$ cat src/hw/rtl/bbd_pkg.sv
// Shared types and constants for the button bank debouncer.
package bbd_pkg;

  localparam int NUM_BUTTONS = 15;
  localparam int IGN_BIT     = NUM_BUTTONS - 1;
  localparam int CNT_W       = 8;
  localparam int CFG_DATA_W  = (NUM_BUTTONS > CNT_W) ? NUM_BUTTONS : CNT_W;
  localparam int CFG_INDEX_W = 1;

  localparam logic [CNT_W-1:0]       CNT_MAX            = '1;
  localparam logic [CNT_W-1:0]       GUARD_RESET        = CNT_W'(3);
  localparam logic [NUM_BUTTONS-1:0] ACTIVE_LOW_RESET   = NUM_BUTTONS'(30976);

  // configuration register indexes
  localparam logic [CFG_INDEX_W-1:0] REG_HOLD_LIMIT      = CFG_INDEX_W'(0);
  localparam logic [CFG_INDEX_W-1:0] REG_ACTIVE_LOW_MASK = CFG_INDEX_W'(1);

  typedef enum logic [1:0] {
    SEL_OFF = 2'd0,
    SEL_ONE = 2'd1,
    SEL_TWO = 2'd2
  } sel_t;

  typedef struct packed {
    logic [NUM_BUTTONS-1:0] button_pins;
    logic                   arm_pin;
    logic                   three_way_pin;
    logic                   select_one_pin;
    logic                   select_two_pin;
  } sample_t;

  typedef struct packed {
    logic [NUM_BUTTONS-1:0] button_states;
    logic                   arm_state;
    logic                   three_way_state;
    logic [1:0]             selector_state;
  } result_t;

  // stage control from the top level into the bank
  typedef struct packed {
    logic take;     // request accepted into the sample register
    logic advance;  // sample register moves into the result register
  } stage_ctrl_t;

endpackage

$ cat src/hw/rtl/bbd_button.sv
// One counter debouncer cell: hold counter plus pressed flag.
module bbd_button (
  input  logic                       clk,
  input  logic                       rst,
  input  logic                       advance,
  input  logic                       active,
  input  logic [bbd_pkg::CNT_W-1:0]  threshold,
  output logic                       pressed_next
);

  logic [bbd_pkg::CNT_W-1:0] count;
  logic [bbd_pkg::CNT_W-1:0] count_next;
  logic                      pressed;

  always_comb begin
    count_next   = count;
    pressed_next = pressed;
    priority if (!active) begin
      count_next   = '0;
      pressed_next = 1'b0;
    end else if (count > threshold) begin
      count_next   = '0;
      pressed_next = 1'b1;
    end else if (count != bbd_pkg::CNT_MAX) begin
      count_next = count + 1'b1;
    end
  end

  always_ff @(posedge clk) begin
    if (rst) begin
      count   <= '0;
      pressed <= 1'b0;
    end else if (advance) begin
      count   <= count_next;
      pressed <= pressed_next;
    end
  end

endmodule

$ cat src/hw/rtl/bbd_bank.sv
// Sample register, debouncer cells and selector decode.
module bbd_bank (
  input  logic                             clk,
  input  logic                             rst,
  input  bbd_pkg::stage_ctrl_t             ctrl,
  input  bbd_pkg::sample_t                 sample,
  input  logic [bbd_pkg::CNT_W-1:0]        hold_limit,
  input  logic [bbd_pkg::NUM_BUTTONS-1:0]  active_low_mask,
  output logic                             smp_valid,
  output bbd_pkg::result_t                 result_next
);

  bbd_pkg::sample_t              smp;
  bbd_pkg::sel_t                 selector;
  bbd_pkg::sel_t                 selector_next;
  logic [bbd_pkg::NUM_BUTTONS-1:0] active;
  logic [bbd_pkg::NUM_BUTTONS-1:0] pressed_next;

  always_ff @(posedge clk) begin
    if (rst) begin
      smp_valid <= 1'b0;
    end else if (ctrl.take) begin
      smp_valid <= 1'b1;
    end else if (ctrl.advance) begin
      smp_valid <= 1'b0;
    end
  end

  always_ff @(posedge clk) begin
    if (ctrl.take) begin
      smp <= sample;
    end
  end

  // polarity fix, ignition gated by the arm lever
  always_comb begin
    active = smp.button_pins ^ active_low_mask;
    active[bbd_pkg::IGN_BIT] = active[bbd_pkg::IGN_BIT] & smp.arm_pin;
  end

  for (genvar i = 0; i < bbd_pkg::NUM_BUTTONS; i++) begin : g_btn
    bbd_button u_button (
      .clk          (clk),
      .rst          (rst),
      .advance      (ctrl.advance),
      .active       (active[i]),
      .threshold    (hold_limit),
      .pressed_next (pressed_next[i])
    );
  end

  always_comb begin
    unique case ({smp.select_one_pin, smp.select_two_pin})
      2'b11:   selector_next = selector;  // both high: hold
      2'b10:   selector_next = bbd_pkg::SEL_ONE;
      2'b01:   selector_next = bbd_pkg::SEL_TWO;
      default: selector_next = bbd_pkg::SEL_OFF;
    endcase
  end

  always_ff @(posedge clk) begin
    if (rst) begin
      selector <= bbd_pkg::SEL_OFF;
    end else if (ctrl.advance) begin
      selector <= selector_next;
    end
  end

  always_comb begin
    result_next.button_states   = pressed_next;
    result_next.arm_state       = smp.arm_pin;
    result_next.three_way_state = smp.three_way_pin;
    result_next.selector_state  = selector_next;
  end

endmodule

$ cat src/hw/rtl/button_bank_debouncer.sv
// Top level of the button bank debouncer: config registers, handshake, result register.
//
// Debounces a bank of push buttons sampled once per tick. Each request carries the
// raw pin levels; every button pin is XORed with active_low_mask so that a set bit
// means pressed, and the ignition button (top bit) only counts while arm_pin is high.
// A button's pressed flag rises once its hold counter exceeds hold_limit (register 0)
// and stays up while held; a released sample clears flag and counter at once. Levers
// are passed through, the selector is decoded to off / one / two, and both selector
// pins high keeps the last selector value. One result comes out per request, in order.
// Throughput is one request per clock while result_stall is low: a request is held in the
// sample register, the cell update runs in front of the result register, and result_valid
// rises as the result register loads. A held result_stall backs up into the sample
// register and then into sample_stall. Write config only while idle.
module button_bank_debouncer (
  input  logic                                clk,
  input  logic                                rst,
  input  logic                                sample_valid,
  output logic                                sample_stall,
  input  bbd_pkg::sample_t                    sample,
  output logic                                result_valid,
  input  logic                                result_stall,
  output bbd_pkg::result_t                    result,
  input  logic                                cfg_we,
  input  logic [bbd_pkg::CFG_INDEX_W-1:0]     cfg_index,
  input  logic [bbd_pkg::CFG_DATA_W-1:0]      cfg_data
);

  logic [bbd_pkg::CNT_W-1:0]       hold_limit;
  logic [bbd_pkg::NUM_BUTTONS-1:0] active_low_mask;
  bbd_pkg::stage_ctrl_t            ctrl;
  bbd_pkg::result_t                result_next;
  logic                            smp_valid;
  logic                            out_free;

  // config registers
  always_ff @(posedge clk) begin
    if (rst) begin
      hold_limit      <= bbd_pkg::GUARD_RESET;
      active_low_mask <= bbd_pkg::ACTIVE_LOW_RESET;
    end else if (cfg_we) begin
      unique case (cfg_index)
        bbd_pkg::REG_HOLD_LIMIT:      hold_limit <= cfg_data[bbd_pkg::CNT_W-1:0];
        bbd_pkg::REG_ACTIVE_LOW_MASK: active_low_mask <= cfg_data[bbd_pkg::NUM_BUTTONS-1:0];
        default: ;
      endcase
    end
  end

  // result register can load when empty or being drained this cycle
  assign out_free     = !result_valid || !result_stall;
  assign ctrl.advance = smp_valid && out_free;
  assign sample_stall = smp_valid && !ctrl.advance;
  assign ctrl.take    = sample_valid && !sample_stall;

  bbd_bank u_bank (
    .clk             (clk),
    .rst             (rst),
    .ctrl            (ctrl),
    .sample          (sample),
    .hold_limit      (hold_limit),
    .active_low_mask (active_low_mask),
    .smp_valid       (smp_valid),
    .result_next     (result_next)
  );

  always_ff @(posedge clk) begin
    if (rst) begin
      result_valid <= 1'b0;
    end else if (ctrl.advance) begin
      result_valid <= 1'b1;
    end else if (!result_stall) begin
      result_valid <= 1'b0;
    end
  end

  always_ff @(posedge clk) begin
    if (ctrl.advance) begin
      result <= result_next;
    end
  end

  // a stage that advances always lands a result next cycle
  a_advance_lands: assert property (@(posedge clk) disable iff (rst)
    ctrl.advance |=> result_valid)
    else $error("advanced request did not reach result register");

  // a stalled result is never overwritten
  a_no_overwrite: assert property (@(posedge clk) disable iff (rst)
    (result_valid && result_stall) |-> !ctrl.advance)
    else $error("result register overwritten while stalled");

  // ignition never reads pressed with the arm lever off
  a_ign_gated: assert property (@(posedge clk) disable iff (rst)
    (result_valid && !result.arm_state) |-> !result.button_states[bbd_pkg::IGN_BIT])
    else $error("ignition pressed while disarmed");

  // selector decode never yields the unused code
  a_sel_code: assert property (@(posedge clk) disable iff (rst)
    result_valid |-> (result.selector_state != 2'd3))
    else $error("illegal selector code");

  // nothing comes out right after reset
  a_reset_quiet: assert property (@(posedge clk)
    $past(rst) |-> !result_valid)
    else $error("result valid right after reset");

endmodule

$ cat config.mk
export PLATFORM = sky130hd
export DESIGN_NAME = button_bank_debouncer
export DESIGN_NICKNAME = d
export VERILOG_FILES = /design/src/hw/rtl/bbd_pkg.sv /design/src/hw/rtl/bbd_button.sv /design/src/hw/rtl/bbd_bank.sv /design/src/hw/rtl/button_bank_debouncer.sv
export SDC_FILE = /design/constraint.sdc
export NUM_CORES = 1
export LEC_CHECK = 0
export ABC_AREA = 1
export BUFFER_PORTS_ARGS = -buffer_cell sky130_fd_sc_hd__buf_2
export CELL_PAD_IN_SITES_DETAIL_PLACEMENT = 2
export CELL_PAD_IN_SITES_GLOBAL_PLACEMENT = 2
export CORE_AREA = 2 2 202 204
export CTS_BUF_LIST = sky130_fd_sc_hd__clkbuf_8
export DETAILED_ROUTE_END_ITERATION = 7
export DIE_AREA = 0 0 204 206
export PLACE_DENSITY_LB_ADDON = 0.3
export RECOVER_POWER = 50
export SYNTH_ARGS = -nofsm -noshare
export SYNTH_HDL_FRONTEND = slang
export SYNTH_SLANG_ARGS = --single-unit
$ cat constraint.sdc
create_clock -name clk -period 1.81 [get_ports clk]
set_input_delay 0.181 -clock clk [delete_from_list [all_inputs] [get_ports clk]]
set_output_delay 0.181 -clock clk [all_outputs]
set_load 0.02 [all_outputs]
==> out/metrics.yaml, run 1 <==
drc: 0
overflow: 0
powerDensity_nw_per_um2: 703
failed_checks: "negative setup slack"
netlist_instances: 1889
antenna_found_initial: 0
max_stage_delay_ns: 0.36
core_region_area_um2: 40200
cts-root-buf: "clkbuf_8"
setup_violations: 150
num_io_pins: 61
crit_chain: "clkinvlp_4, buf_6, buf_12, ha_4, a21oi_1, o21a_1, nand2_2, nand2_4, nand2_2, buf_4, nor2_2, nor2_1, nor2_1"
drt-total-wl_um: 66500
dp_slack_ns: -0.435
die_y_um: 206
cts_tree: "built"
postPlaceCellArea_um2: 15100
cp_max_fo: 7
rows: 74
initial_core_util_pct: 33.2
utilization_pct: 45.9
finalHoldViolCount: 0
grt_pass1_wl_um: 81800
dieArea_um2: 42000
syn-num-nets: 2064
switching_share_pct: 40.1
grt_max_degree: 58
insertion_delay_ns: 0.62
gp_congestion: 0.787
power.share.clock_pct: 24.8
switching_power_mw: 5.21
finalNonFillerCells: 2658
grt.met1_usage_pct: 29.0
synth_area_um2: 13400
maxCapViolCount: 0
seq_area_um2: 4390
grt_util_met2_pct: 46.2
fillers: 4519
cp.required_ns: 2.35
track_usage_pct: 25.3
first_global_vias: 15200
clock_sinks: 200
first_iter_violations: 678
ant_nets: 0
rr_worst_depth: 13
seqPwrFrac_pct: 39.4
critical_path_class: "reg2reg"
final_cell_mix: "nand2_1 (338), inv_1 (243), nor2_1 (186), dfxtp_1 (158), ha_1 (100)"
critPathTopFamily: "simple AND/OR/NAND/NOR gates"
ys_warn_count: 0
status: "complete, but fails checks"
cts_max_path_buffers: 2
worst_slew_margin_rel_pct: 31.1
worstSetupStartpointType: "flop"
layout-drive-gt1-share_pct: 33.2
vias_per_cell: 5.38
p_leak_nw: 8.27
cp.arrival_ns: 2.83
htree_levels: 4
share_comb_of_total_power_pct: 35.9
cp.depth: 13
slowest_stage: "dfxtp_2"
final_common_cell: "nand2_1"
finClkSkew_ns: 0.0354
power_mw: 13.0
portBuffers: 60
slew_viol_final: 0
die-width_um: 204
nNetsFinal: 2287
wl_per_cell_um: 25.0
worst_pin_slew_ns: 1.03
top_usage_layer: "met2"
final_area_um2: 18500
min_path_type: "in2reg"
finalWorstSetupSlack_ns: -0.484
hpwl_um: 32900
fmax_ghz: 0.436
finalCritPeriodShare_pct: 127
clkTransAtPathRegs_ns: 0.12
holdWs_ns: 0.0662
numCtsBuffers: 17
yosysSeqAreaShare_pct: 32.8
multi_input_area_um2: 9630
rsz0062_at_grt: "true"
finalSetupTns_ns: -45.57
min_period_ns: 2.29
met3_usage_pct: 4.13
path_buf_inv: 4
synth.distinct_cells: 31
worstHoldPathCells: 5
first_pass_iters: 5
ir_drop_mv: 0.488
route.vias.total: 14300
synth-seq-cells: 200
place_inst: 2541
area_delta_synth_final_pct: 38.2
endpoint_kind: "flop"
p_int_mw: 7.77
synth_area_per_cell_um2: 7.07
[synthesized netlist by cell type (all sizes together)]
cell / count / area share [%]
buf: 27 / 1.6
o21ai: 50 / 1.9
o211ai: 1 / 0.056
ha: 135 / 13
nand3: 145 / 6.2
nor4: 4 / 0.19
nand2: 494 / 15
o21bai: 15 / 0.84
nor2: 249 / 7.1
edfxtp: 38 / 8.5
xor2: 44 / 2.9
nand4: 18 / 0.84
a21o: 3 / 0.17
o21a: 13 / 0.73
xnor2: 14 / 0.92
a21oi: 117 / 4.4
dfxtp: 162 / 24
nor3: 44 / 3.0
inv: 297 / 8.3
clkbuf: 19 / 0.53
[registers in the layout (all words and copies together), names as in the netlist]
register and count:
u_bank.result_next 2, u_bank.g_btn.u_button.pressed 15, u_bank.selector 2, u_bank.smp 17, u_bank.g_btn.u_button.count 120, active_low_mask 15, result 19, hold_limit 8
result_valid 1, u_bank.smp_valid 1
[power by group through the flow]
stage	clock network, mW	logic, mW	registers (mW)
2_1_floorplan	0	1.82	5.12
3_3_place_gp	0	2.72	5.13
3_5_place_dp	0	2.92	5.14
4_1_cts	3.19	3.48	5.06
5_1_grt	3.41	4.96	5.14
6_report	3.21	4.65	5.11
[final timing paths]
check	endpoint	start	slack, ns
setup / recovery	u_bank.g_btn[12].u_button.count[3]	hold_limit[7]	-0.48
hold / removal	hold_limit[1]	cfg_index	0.07
setup reg to reg	u_bank.g_btn[12].u_button.count[3]	hold_limit[7]	-0.48
hold reg to reg	u_bank.selector[1]	u_bank.selector[1]	0.46
[worst min-delay path, stage by stage]
cell,delay (ns)
buf_2,0.10
nor2_1,0.05
buf_4,0.15
nand2_1,0.06
o211ai_1,0.09
[layer usage]
layer | wire length, um | vias to the layer above
li1 | - | 6447
met3 | 2410 | 213
met5 | 0 | -
met1 | 26300 | 7267
met4 | 3180 | 0
met2 | 34700 | 369
[cells by family (layout without fill, tap and decap cells)]
kind of cell	count (synthesis)	in the layout	share of synthesized area (%)
fa+ha+maj	135	135	12.6
xor+xnor	58	58	3.80
simple gates	954	960	32.1
flops	200	200	32.8
buf+inv	343	573	10.5
other cells	0	1	0
compound gates	199	199	8.06
[layout make-up]
type | count | area share [%]
Timing Repair Buffer | 244 | 12.2
Inverter | 297 | 6.19
Clock buffer | 17 | 1.27
Tap cell | 532 | 3.61
Clock inverter | 15 | 0.739
Antenna cell | 1 | 0.0136
Sequential cell | 200 | 23.8
Multi-Input combinational cell | 1352 | 52.2
[timing repair]
item / CTS / global route
hold endpoints to repair: 47 / 0
buffers inserted: 18 / 18
endpoints found under the setup margin: 150 / 150
pin swaps: 112 / 148
resized for setup: 217 / 325
gates cloned: 6 / 3
hold buffers: 39 / 0
(Power assumes the default switching activity.)
==> inputs of run 2 (changes only) <==
Settings changed: CORE_AREA 2 2 202 204 to 2 2 186 188, DIE_AREA 0 0 204 206 to 0 0 188 190.
Clock period 1.81 ns to 2.95 ns, I/O delays scaled along.
==> out/metrics.yaml, run 2 (same netlist as run 1, synthesis figures left out) <==
core_region_area_um2: 33900  # -16%
dp_slack_ns: 0.495  # +0.930 ns
drc: 0  # unchanged
die-width_um: 188  # -7.8%
drt-met1-wl_um: 19600  # -25%
slew_viol_final: 0  # unchanged
antenna_found_initial: 0  # unchanged
cts_max_path_buffers: 2  # unchanged
min_period_ns: 2.67  # +0.376 ns
htree_levels: 4  # unchanged
fmax_ghz: 0.375  # -14%
holdWs_ns: 0.0483  # -0.0179 ns
top_register: "u_bank.g_btn.u_button.count"
finClkSkew_ns: 0.0179  # -0.0175 ns
gp_congestion: 0.785  # -0.18%
ant_nets: 0  # unchanged
nNetsFinal: 2139  # -6.5%
final_common_cell: "nand2_1"
wl_per_cell_um: 19.2  # -23%
rsz0062_at_grt: "false"
finalSetupTns_ns: 0  # +45.57 ns
die_y_um: 190  # -7.8%
powerDensity_nw_per_um2: 466  # -34%
vias_per_cell: 5.24  # -2.6%
finalNonFillerCells: 2432  # -8.5%
portBuffers: 60  # unchanged
track_usage_pct: 26.7  # +1.5 points
area_delta_synth_final_pct: 10.3
finalHoldViolCount: 0  # unchanged
num_io_pins: 61  # unchanged
worst_pin_slew_ns: 1.18  # +0.149 ns
critical_path_class: "reg2reg"
grt_max_degree: 79  # +36%
grt_pass1_wl_um: 76100  # -7.0%
finalWorstSetupSlack_ns: 0.280  # +0.764 ns
largest_register_ffs: 120  # unchanged
first_pass_iters: 5  # unchanged
top_layer: "met4"
insertion_delay_ns: 0.52  # -0.10 ns
overflow: 0  # unchanged
utilization_pct: 43.4  # -2.5 points
min_path_type: "in2reg"
first_global_vias: 14300  # -5.6%
endpoint_kind: "flop"
p_leak_nw: 7.11  # -14%
worstSetupStartpointType: "flop"
r2r_slack_ns: 0.28  # +0.76 ns
ir_drop_mv: 0.308  # -37%
maxCapViolCount: 0  # unchanged
layout-drive-gt1-share_pct: 9.41  # -24 points
place_inst: 2376  # -6.5%
final_cell_mix: "nand2_1 (466), inv_1 (280), nor2_1 (244), dfxtp_1 (162), ha_1 (135)"
diodes: 0  # -1
dieArea_um2: 35700  # -15%
drt-total-wl_um: 46800  # -30%
dr_wl_met2_um: 24900  # -28%
rows: 68  # -8.1%
worst_slew_margin_rel_pct: 21.3  # -9.9 points
cts_tree: "built"
clock_sinks: 200  # unchanged
numCtsBuffers: 17  # unchanged
status: "complete, no violations"
clkTransAtPathRegs_ns: 0.12  # about the same
wl_met3_um: 1180  # -51%
biggestRegsByFlops: "u_bank.g_btn.u_button.count (120), result (19), u_bank.smp (17)"
first_iter_violations: 498  # -27%
hpwl_um: 31400  # -4.6%
cp_max_fo: 11  # +4
cp.arrival_ns: 3.09  # +0.26 ns
cp.required_ns: 3.37  # +1.02 ns
setup_violations: 0  # -100%
route.vias.total: 12700  # -11%
cts-root-buf: "clkbuf_8"
initial_core_util_pct: 39.3  # +6.1 points
finalCritPeriodShare_pct: 90.5  # -36 points
## run 2: changes by cell type in the layout (fill, tap and decap cells not counted), moves of 33 or more
cell	delta
a21oi_2	-58
nor2_2	-36
nand2_4	-75
buf_4	-65
nand3_1	+33
ha_1	+35
a21oi_1	+64
ha_4	-35
nand2_2	-49
nand2_1	+128
inv_1	+37
buf_6	-48
nor2_1	+58
## run 2: timing repair
action / 4_1_cts / 5_1_grt
hold endpoints to repair: 24 / 0
buffers inserted: 0 / 0
hold buffers: 24 / 0
resized for setup: 0 / 0
## run 2: through the flow
stage               power (mW)  area [um2]
floorplan                 4.25       13400
global placement          4.63       14200
detailed placement        4.77       14200
CTS                       6.93       14800
global route              7.27       14700
finish                    6.87       14700
## run 2: path summary, 6_finish.rpt
check,from,endpoint,cells past startpoint
min,cfg_data[9],active_low_mask[9],3
max,hold_limit[7],u_bank.g_btn[13].u_button.count[1],12
min reg2reg,u_bank.result_next[2],result[2],0
max reg2reg,hold_limit[7],u_bank.g_btn[13].u_button.count[1],12
## run 2: critical path, stage by stage, from the launching register on
cell and delay (ns):
dfxtp_1 0.32, inv_1 0.41, buf_4 0.34, ha_1 0.28, a21oi_1 0.18, o21a_1 0.16
nand2_1 0.07, nand2_1 0.18, nand2_2 0.14, nand2_2 0.23, nand2_1 0.11, nand2_1 0.09
nor2_1 0.05
## run 2: cell type report
class / count / area [um2]
sequential: 200 / 4380
inverter: 297 / 1120
timing repair buffer: 102 / 692
clock buffer: 17 / 234
fill: 4097 / 19200
multi-input combinational: 1346 / 7540
clock inverter: 15 / 199
tap: 455 / 569
## run 2: routing by layer
metal | track usage (%) | vias to the layer above
met2 | 50.6 | 162
li1 | - | 6131
met4 | 8.33 | 0
met3 | 3.97 | 79
met1 | 30.8 | 6372
met5 | 0 | -
## run 2: where the power goes
| group | internal (mW) | switching (mW) | leakage (nW) |
|---|---|---|---|
| Sequential | 2.96 | 0.159 | 1.70 |
| Combinational | 0.536 | 1.15 | 5.19 |
| Clock | 0.932 | 1.14 | 0.228 |
